===== config.mk =====
export PLATFORM = sky130hd
export DESIGN_NAME = two_class_alternating_arbiter
export DESIGN_NICKNAME = d
export VERILOG_FILES = /design/src/design/tca_pkg.sv /design/src/design/tca_cell.sv /design/src/design/tca_queue.sv /design/src/design/two_class_alternating_arbiter.sv
export SDC_FILE = /design/constraint.sdc
export NUM_CORES = 1
export LEC_CHECK = 0
export BUFFER_PORTS_ARGS = -buffer_cell sky130_fd_sc_hd__buf_2
export CORE_UTILIZATION = 30
export CTS_CLUSTER_DIAMETER = 120
export CTS_CLUSTER_SIZE = 10
export DETAILED_ROUTE_END_ITERATION = 8
export PLACE_DENSITY = 0.44
export SYNTH_ARGS = -nofsm -noshare
export SYNTH_HDL_FRONTEND = slang
export SYNTH_SLANG_ARGS = --single-unit

===== constraint.sdc =====
create_clock -name clk -period 5.8 [get_ports clk]
set_input_delay 0.29 -clock clk [delete_from_list [all_inputs] [get_ports clk]]
set_output_delay 0.29 -clock clk [all_outputs]
set_load 0.02 [all_outputs]

===== src/design/tca_pkg.sv =====
// ----------------------------------------------------------------------------
// tca_pkg
// Types and codes shared by the two-class alternating arbiter.
// ----------------------------------------------------------------------------
package tca_pkg;

  localparam int ID_W = 8;

  localparam logic KIND_REQUEST = 1'b0;
  localparam logic KIND_RELEASE = 1'b1;

  typedef struct packed {
    logic            kind;
    logic            category;
    logic [ID_W-1:0] requester_id;
  } in_word_t;

  typedef struct packed {
    logic            grant_valid;
    logic [ID_W-1:0] grant_id;
    logic            grant_category;
    logic            dropped;
    logic            busy_after;
  } out_word_t;

  // Commands from the arbiter to one class queue.
  typedef struct packed {
    logic push;
    logic pop;
  } queue_ctrl_t;

  // Occupancy flags reported by one class queue.
  typedef struct packed {
    logic empty;
    logic full;
  } queue_stat_t;

endpackage


===== src/design/tca_cell.sv =====
// ----------------------------------------------------------------------------
// tca_cell
// One storage cell of a shifting queue: loads a new id or takes its neighbor's.
// ----------------------------------------------------------------------------
module tca_cell #(
  parameter int WIDTH = 8
) (
  input  logic             clk,
  input  logic             load,
  input  logic             shift,
  input  logic [WIDTH-1:0] load_data,
  input  logic [WIDTH-1:0] neighbor_data,
  output logic [WIDTH-1:0] data
);

  // A write into this cell wins over a shift toward the head.
  always_ff @(posedge clk) begin
    if (load) begin
      data <= load_data;
    end else if (shift) begin
      data <= neighbor_data;
    end
  end

endmodule


===== src/design/tca_queue.sv =====
// ----------------------------------------------------------------------------
// tca_queue
// FIFO of waiting ids built as a row of cells; the head always sits in cell 0.
// ----------------------------------------------------------------------------
module tca_queue #(
  parameter int DEPTH = 16,
  parameter int WIDTH = 8
) (
  input  logic                 clk,
  input  logic                 rst,
  input  tca_pkg::queue_ctrl_t ctrl,
  input  logic [WIDTH-1:0]     push_data,
  output logic [WIDTH-1:0]     head,
  output tca_pkg::queue_stat_t stat
);
  import tca_pkg::*;

  localparam int CW = $clog2(DEPTH + 1);

  logic [CW-1:0]    fill;
  logic [WIDTH-1:0] cell_data [DEPTH];

  // A push lands in the first free cell; a pop moves every cell one place
  // toward the head.
  for (genvar i = 0; i < DEPTH; i++) begin : g_cell
    logic [WIDTH-1:0] neighbor;
    if (i == DEPTH - 1) begin : g_last
      assign neighbor = '0;
    end else begin : g_mid
      assign neighbor = cell_data[i+1];
    end

    tca_cell #(
      .WIDTH(WIDTH)
    ) u_cell (
      .clk          (clk),
      .load         (ctrl.push && (fill == CW'(i))),
      .shift        (ctrl.pop),
      .load_data    (push_data),
      .neighbor_data(neighbor),
      .data         (cell_data[i])
    );
  end

  always_ff @(posedge clk) begin
    if (rst) begin
      fill <= '0;
    end else if (ctrl.push && !ctrl.pop) begin
      fill <= fill + CW'(1);
    end else if (ctrl.pop && !ctrl.push) begin
      fill <= fill - CW'(1);
    end
  end

  assign head       = cell_data[0];
  assign stat.empty = (fill == '0);
  assign stat.full  = (fill == CW'(DEPTH));

endmodule


===== src/design/two_class_alternating_arbiter.sv =====
// ----------------------------------------------------------------------------
// two_class_alternating_arbiter
// Grants one shared resource to requesters of two classes, alternating classes
// on release.
// ----------------------------------------------------------------------------
// The block takes one word per clock cycle and returns exactly one result word
// for each, in the cycle after the word is accepted. A request that finds the
// resource free is granted at once; otherwise its id joins the queue of its
// class, or is dropped (dropped = 1) when that queue already holds QUEUE_DEPTH
// ids. A release hands the resource to the head of the other class's queue if
// there is one, else to the head of the holder's own class, else frees it; a
// release while the resource is free changes nothing and returns all zeros.
// Each queue is a row of cells with its head always in the first cell, so a
// grant reads a fixed place and a pop shifts the row by one in the same cycle.
// Results sit in an output register; a new word is accepted whenever that
// register is empty or is being read in the same cycle, so the sustained rate
// is one word per cycle and only a stalled result consumer slows the input.
// Ids are kept to the low ID_BITS bits of requester_id (at most eight bits).
// No clearing pass is needed after reset: the queues start empty by their fill
// counts, and a cell is only read after it has been written.
// ----------------------------------------------------------------------------
module two_class_alternating_arbiter #(
  parameter int QUEUE_DEPTH = 16,
  parameter int ID_BITS     = 8
) (
  input  logic                clk,
  input  logic                rst,
  input  logic                item_valid,
  output logic                item_ready,
  input  tca_pkg::in_word_t   item,
  output logic                result_valid,
  input  logic                result_ready,
  output tca_pkg::out_word_t  result
);
  import tca_pkg::*;

  // Stored id width: the port carries eight bits, so ID_BITS is capped at eight.
  localparam int IdWidth = (ID_BITS < ID_W) ? ID_BITS : ID_W;

  // Holder state.
  logic holder_active;
  logic holder_class;
  logic holder_active_next;
  logic holder_class_next;

  // Per-class queue interface, indexed by class.
  queue_ctrl_t        q_ctrl [2];
  queue_stat_t        q_stat [2];
  logic [IdWidth-1:0] q_head [2];
  logic [IdWidth-1:0] item_id;

  // Result being formed for the accepted word.
  out_word_t result_next;
  logic      accept;

  assign item_id    = item.requester_id[IdWidth-1:0];
  assign item_ready = !result_valid || result_ready;
  assign accept     = item_valid && item_ready;

  for (genvar c = 0; c < 2; c++) begin : g_class
    tca_queue #(
      .DEPTH(QUEUE_DEPTH),
      .WIDTH(IdWidth)
    ) u_queue (
      .clk      (clk),
      .rst      (rst),
      .ctrl     (q_ctrl[c]),
      .push_data(item_id),
      .head     (q_head[c]),
      .stat     (q_stat[c])
    );
  end

  // Arbitration decision for the word at the input. Queue commands are only
  // raised when the word is actually accepted.
  always_comb begin
    holder_active_next = holder_active;
    holder_class_next  = holder_class;
    result_next        = '0;
    q_ctrl[0]          = '0;
    q_ctrl[1]          = '0;

    if (item.kind == KIND_REQUEST) begin
      if (!holder_active) begin
        // Free resource: grant straight away.
        holder_active_next         = 1'b1;
        holder_class_next          = item.category;
        result_next.grant_valid    = 1'b1;
        result_next.grant_id       = ID_W'(item_id);
        result_next.grant_category = item.category;
      end else if (q_stat[item.category].full) begin
        result_next.dropped = 1'b1;
      end else begin
        q_ctrl[item.category].push = accept;
      end
    end else if (holder_active) begin
      // Release: the other class goes first, then the holder's own class.
      if (!q_stat[~holder_class].empty) begin
        q_ctrl[~holder_class].pop  = accept;
        holder_class_next          = ~holder_class;
        result_next.grant_valid    = 1'b1;
        result_next.grant_id       = ID_W'(q_head[~holder_class]);
        result_next.grant_category = ~holder_class;
      end else if (!q_stat[holder_class].empty) begin
        q_ctrl[holder_class].pop   = accept;
        result_next.grant_valid    = 1'b1;
        result_next.grant_id       = ID_W'(q_head[holder_class]);
        result_next.grant_category = holder_class;
      end else begin
        holder_active_next = 1'b0;
      end
    end

    result_next.busy_after = holder_active_next;
  end

  always_ff @(posedge clk) begin
    if (rst) begin
      holder_active <= 1'b0;
      holder_class  <= 1'b0;
      result_valid  <= 1'b0;
    end else begin
      if (accept) begin
        holder_active <= holder_active_next;
        holder_class  <= holder_class_next;
        result_valid  <= 1'b1;
      end else if (result_ready) begin
        result_valid <= 1'b0;
      end
    end
  end

  // The result payload needs no reset; it is qualified by result_valid.
  always_ff @(posedge clk) begin
    if (accept) begin
      result <= result_next;
    end
  end

endmodule


* Word-level counts from Yosys, hierarchy flattened *
Index checks and enable logic that the tools add are counted.

cells by class
  add/sub/neg operators = 4
  order comparisons = 6
  equality and inequality tests = 35
  multiplexer cells = 111
  bitwise gates (word level) = 8
  reductions and logical operators = 85

operators with widths
  operator                                                  count
  two-way mux 8 bit                                         70
  equality test 5 x 4 -> 1 bit, second input constant       16
  nonzero test 2 bit                                        35
  two-way mux 10 bit                                        5
  equality test 5 x 3 -> 1 bit, second input constant       8
  logical AND 1 bit                                         40
  two-way mux 4 bit                                         6
  equality test 5 x 2 -> 1 bit, second input constant       4
  two-way mux 5 bit                                         4
  two-way mux 1 bit                                         16
  two-way mux 2 bit                                         7
  bitwise AND 4 bit                                         3
  adder 5 x 1 -> 5 bit, second input constant               2
  equality test 5 x 1 -> 1 bit, second input constant       2
  equality test 5 bit, second input constant                2
  zero test 5 bit                                           2
  subtractor 5 x 1 -> 5 bit, second input constant          2
  demux 2 bit (select 1 bit)                                3
  greater-or-equal comparator 2 bit, second input constant  3
  < comparator 2 x 1 -> 1 bit, second input constant        3
  inverter 1 -> 2 bit                                       3
  zero test 1 bit                                           5
  inequality test 2 bit, second input constant              2
  AND reduction 4 bit                                       1
  4 further kinds                                           5

word-level totals
  bits in registers = 281
  output and inout bits = 14
  logic and storage cells = 291

* Logic depth before layout (Yosys ltp) *
  word-level depth = 14
  depth in mapped cells = 8
  mapped depth without buffers = 6

* Modules after synthesis *
A second synthesis with hierarchy kept.

second synthesis, totals
  cell total of the unflattened synthesis = 798
  area total of the unflattened synthesis = 13993.4 um2

modules (own cells, without submodules)
  module                         times used  cells each  area an instance (um2)  seq. area each (um2)
  tca_cell                       32          18          377.9                   240.2
  tca_queue                      2           65          523.0                   100.1
  two_class_alternating_arbiter  1           92          855.8                   420.4

* Worst setup path after synthesis *
OpenSTA, ideal clock, no wires.

  path type = reg2reg
  start = register g_class[0].u_queue.fill[0]
  end = register g_class[1].u_queue.g_cell[10].u_cell.data[0], enable pin
  setup time = 384 ps
  arrival time = 2192 ps
  slack = 3224 ps
  cell stages (with the launch flop) = 9
  path buffers = 2
  clock period less this slack = 2576 ps
  path through = dfxtp_1 inv_1 ha_1 or4b_1 buf_2 a21oi_2 nand2_1 clkbuf_1 o21ai_0

between the ends
  longest elaborated chain between the ends = 10
  elaborated cells on any way between the ends = 19
  classes of those cells = eq/ne (1); mux (15); reduce/logical (3)

RTL lines
  element                                                line                                  text
  from (decl)                                            tca_queue.sv:20                       logic [CW-1:0] fill;
  from (signal assigned)                                 tca_queue.sv:49                       fill <= fill + CW'(1);
  from (signal assigned)                                 tca_queue.sv:51                       fill <= fill - CW'(1);
  zero test 5 bit                                        tca_queue.sv:56                       assign stat.empty = (fill == '0);
  two-way mux 2 bit (not written as such) (3 in series)  two_class_alternating_arbiter.sv:104  end else if (!q_stat[holder_class].empty) begin
  two-way mux 4 bit                                      two_class_alternating_arbiter.sv:104
  two-way mux 4 bit                                      two_class_alternating_arbiter.sv:98   if (!q_stat[~holder_class].empty) begin
  two-way mux 4 bit                                      two_class_alternating_arbiter.sv:96   end else if (holder_active) begin
  two-way mux 4 bit (*)                                  two_class_alternating_arbiter.sv:83   if (item.kind == KIND_REQUEST) begin
  logical AND 1 bit                                      tca_queue.sv:37                       .load (ctrl.push && (fill == CW'(i))),
  nonzero test 2 bit (no source line) (*)                n/a
  to (signal assigned)                                   tca_cell.sv:19                        data <= load_data;
  to (signal assigned)                                   tca_cell.sv:21                        data <= neighbor_data;
  to (decl)                                              tca_cell.sv:13                        output logic [WIDTH-1:0] data

Every way passes the cells marked *; elsewhere a longest branch is shown, timed or not. The select of a mux whose other input is x is not followed.
A chain may end at the register's enable or synchronous reset.

* Worst setup path in the final report *
  start = register g_class[0].u_queue.fill[0]
  end = register g_class[1].u_queue.g_cell[6].u_cell.data[0], enable pin

between the ends
  longest elaborated chain between the ends = 10
  elaborated cells on any way between the ends = 19
  classes of those cells = eq/ne (1); mux (15); reduce/logical (3)

RTL lines
  element                                                line
  zero test 5 bit                                        tca_queue.sv:56
  two-way mux 2 bit (not written as such) (3 in series)  two_class_alternating_arbiter.sv:104
  two-way mux 4 bit                                      two_class_alternating_arbiter.sv:104
  two-way mux 4 bit                                      two_class_alternating_arbiter.sv:98
  two-way mux 4 bit                                      two_class_alternating_arbiter.sv:96
  two-way mux 4 bit (*)                                  two_class_alternating_arbiter.sv:83
  logical AND 1 bit                                      tca_queue.sv:37
  nonzero test 2 bit (no source line) (*)                n/a
  to (signal assigned)                                   tca_cell.sv:19
  to (signal assigned)                                   tca_cell.sv:21
  to (decl)                                              tca_cell.sv:13

Marked as above.

==> results_dict.tcl <==
set metrics [dict create \
    run_status "completed" \
    yosys_most_used_dff "sky130_fd_sc_hd__edfxtp_1" \
    fmaxAchievable_mhz 295 \
    post_cts_resized 0 \
    met2RoutedLength_mm 13.0 \
    ys.warnings.count 0 \
    post-cts-setup-buffer-count 0 \
    worstSetupPathType "reg -> reg" \
    setup-tns-final_ps 0 \
    timing_worst_slew_pin_value_ps 1100 \
    critical_path.max_fanout 15 \
    grt-ovfl-total 0 \
    total_cts_buffers 34 \
    grt_setup_unrepaired "no" \
    crit_path_start_kind "flip-flop" \
    grt_first_pass_wirelength_mm 43.5 \
    routedLengthMet1_mm 13.4 \
    synth-edff-count 268 \
    die_width_microns 210 \
    tritoncts "built" \
    post_synth_fa_ha_maj_area_fraction_pct 1.16 \
    finalNetCount 852 \
    met3WireLength_microns 984 \
    finalCritPeriodShare_pct 58.5 \
    std_cell_rows 75 \
    remaining_drc_errors 0 \
    total_power_mw 4.29 \
    vdd_drop_max_uv 184 \
    fin_util_pct 34.6 \
    hold_violations 0 \
    detail_route.wl_per_cell_microns 20.1 \
    crit_required_ps 5920 \
    final_cells 1385 \
    synth_mux_area_share_pct 21.5 \
    worst_slew_margin_rel_pct 25.7 \
    number_of_max_slew_violations_in_the_final_report 0 \
    clock-skew-final_ps 14.8 \
    place_hpwl_mm 17.0 \
    clk_transition_reported_paths_ps 60 \
    routed.top_layer "met5" \
    endpoint_kind "flip-flop" \
    antenna_cells 0 \
    clock_tree.htree_level_count 2 \
    place.gp.congestion 0.773 \
    finalCriticalPeriod_ps 3390 \
    most-common-layout-cells "268 x sky130_fd_sc_hd__edfxtp_1, 242 x sky130_fd_sc_hd__mux2_2, 37 x sky130_fd_sc_hd__clkbuf_16" \
    layout-drive-gt1-share_pct 41.4 \
    syn_area_per_cell_sq_um 16.1 \
    floorplan.io_pins 28 \
    core_region_area_sq_um 42200 \
    clkLatencyLatePin_ps 510 \
    synth_seq_area_share_pct 64.2 \
    number_of_antenna_violations_at_the_first_check_in_global_routing 2 \
    ctsHoldBuffers 0 \
    grtUsageTotal_pct 12.9 \
    synth_top_family_by_area "multiplexers" \
    synthesis.instances 805 \
    numPortBuffers 27 \
    die_h_microns 210 \
    via_per_inst 4.83 \
    postLayoutCellArea_sq_um 14600 \
    holdCritPathClass "in -> reg" \
    clk_root_buffer_cell "sky130_fd_sc_hd__clkbuf_16" \
    drtIter0Drc 401 \
    maximum_number_of_pins_on_one_net_before_global_route_repair 34 \
    num_vias 6689 \
    area_fraction_in_and_or_nand_and_nor_cells_after_synthesis_pct 8.45 \
    final-setup-viol-count 0 \
    p_leak_nw 4.81 \
    compound_gate_fraction_of_synth_area_pct 3.02 \
    drt-pass1-iter-count 5 \
    number_of_sinks_on_the_clock_net 281 \
    most_common_library_cell_in_the_layout_ignoring_fill_and_taps "sky130_fd_sc_hd__edfxtp_1" \
    fraction_of_synthesized_cell_area_in_xor_and_xnor_cells_pct 0 \
    synth.cell_area_sq_um 12900 \
    initial_core_utilization_pct 30.6 \
    placedCellCount 1329 \
    worstPathArrival_ps 3510 \
    placement.cell_area_sq_um 13600 \
    powerDensity_nw_per_um2 294 \
    ys_types 56 \
    ant_nets 0 \
    route.final.wire_length_mm 27.8 \
    synth-async-reset-ratio_pct 0 \
    dieArea_sq_um 44000 \
    yosys_register_bits 281 \
    flow.area_growth_from_synthesis_pct 12.7 \
    drv_cap 0 \
    cts_max_path_buffers 3 \
    fill_cells 4024 \
    synth_fp_nets 831 \
    grt_pass1_vias 7112 \
]
-- worst max-delay path: stages, from the launching register on --
cell	delay [ps]
sky130_fd_sc_hd__dfxtp_1	360
sky130_fd_sc_hd__inv_1	140
sky130_fd_sc_hd__ha_1	200
sky130_fd_sc_hd__or4b_1	610
sky130_fd_sc_hd__a21oi_2	500
sky130_fd_sc_hd__nand2_1	570
sky130_fd_sc_hd__o21ai_0	630
-- synth_stat cells (all sizes together) (3+ instances only) --
library cell	n	area, sq um
clkbuf	32	120
nand2	27	101
inv	7	26.3
a221o	5	50.1
nand2b	12	75.1
nand4	8	75.1
dfxtp	13	260
nand3	8	65.1
ha	12	150
nor2b	9	56.3
a21o	3	22.5
buf	13	66.3
a21oi	4	23.8
o211ai	4	30.0
o21ai	22	110
nor2	33	166
mux2	246	2770
edfxtp	268	8050
nor3	10	111
nor4	8	140
a22oi	3	22.5
a31oi	3	18.8
or3	3	18.8
and3	25	156
-- state kept, by name (all words and copies together), names as in the netlist --
register                            count
g_class.u_queue.fill                   10
g_class.u_queue.g_cell.u_cell.data    256
holder_active                           1
holder_class                            1
result                                 12
result_valid                            1
-- worst paths after layout --
path                                                                  start                                     endpoint  slack, ps  cells after the start
worst min register to register  g_class[0].u_queue.g_cell[4].u_cell.data[4]  g_class[0].u_queue.g_cell[3].u_cell.data[4]        550                      1
worst max-delay path                             g_class[0].u_queue.fill[0]  g_class[1].u_queue.g_cell[6].u_cell.data[0]       2410                      6
worst max register to register                   g_class[0].u_queue.fill[0]  g_class[1].u_queue.g_cell[6].u_cell.data[0]       2410                      6
worst min-delay path                                                item[9]                                holder_active        210                      2
-- stage by stage --
step | worst slack, ps | hold WS (ps)
after detailed placement | 2370 | 533
after global placement | 2480 | 534
after global routing | 2130 | 232
after CTS | 2370 | 193
final | 2410 | 213
after floorplan | 3220 | 492
-- cell type report --
type	count	area, sq um	share of cell area, %
clock buffer	55	993	6.81
clock inverter	1	8.76	0.0600
inverter	9	33.8	0.232
multi-input combinational	470	4410	30.3
sequential	281	8310	56.9
tap	539	674	4.62
timing repair buffer	30	158	1.08
-- routing by layer --
metal  vias to the layer above  track usage [%]
met3                        32             2.39
met5                         -                0
met2                       102             20.8
met4                         2             3.57
li1                       3165                -
met1                      3388             17.8
-- cell families (layout without fill, tap and decap cells) --
| family | after synthesis | after routing |
|---|---|---|
| AOI/OAI and AO/OA | 56 | 56 |
| adders and majority gates | 12 | 12 |
| buffers and inverters | 54 | 95 |
| DFF | 281 | 281 |
| muxes | 247 | 247 |
| and+or+nand+nor | 155 | 155 |
-- power breakdown --
group	leakage, nW	switching, mW	internal, mW
sequential	2.51	0.00711	2.21
clock	0.482	0.789	1.17
combinational	1.83	0.0918	0.0266
total	4.81	0.887	3.40
Note: power is estimated with default switching activity, not from simulation.
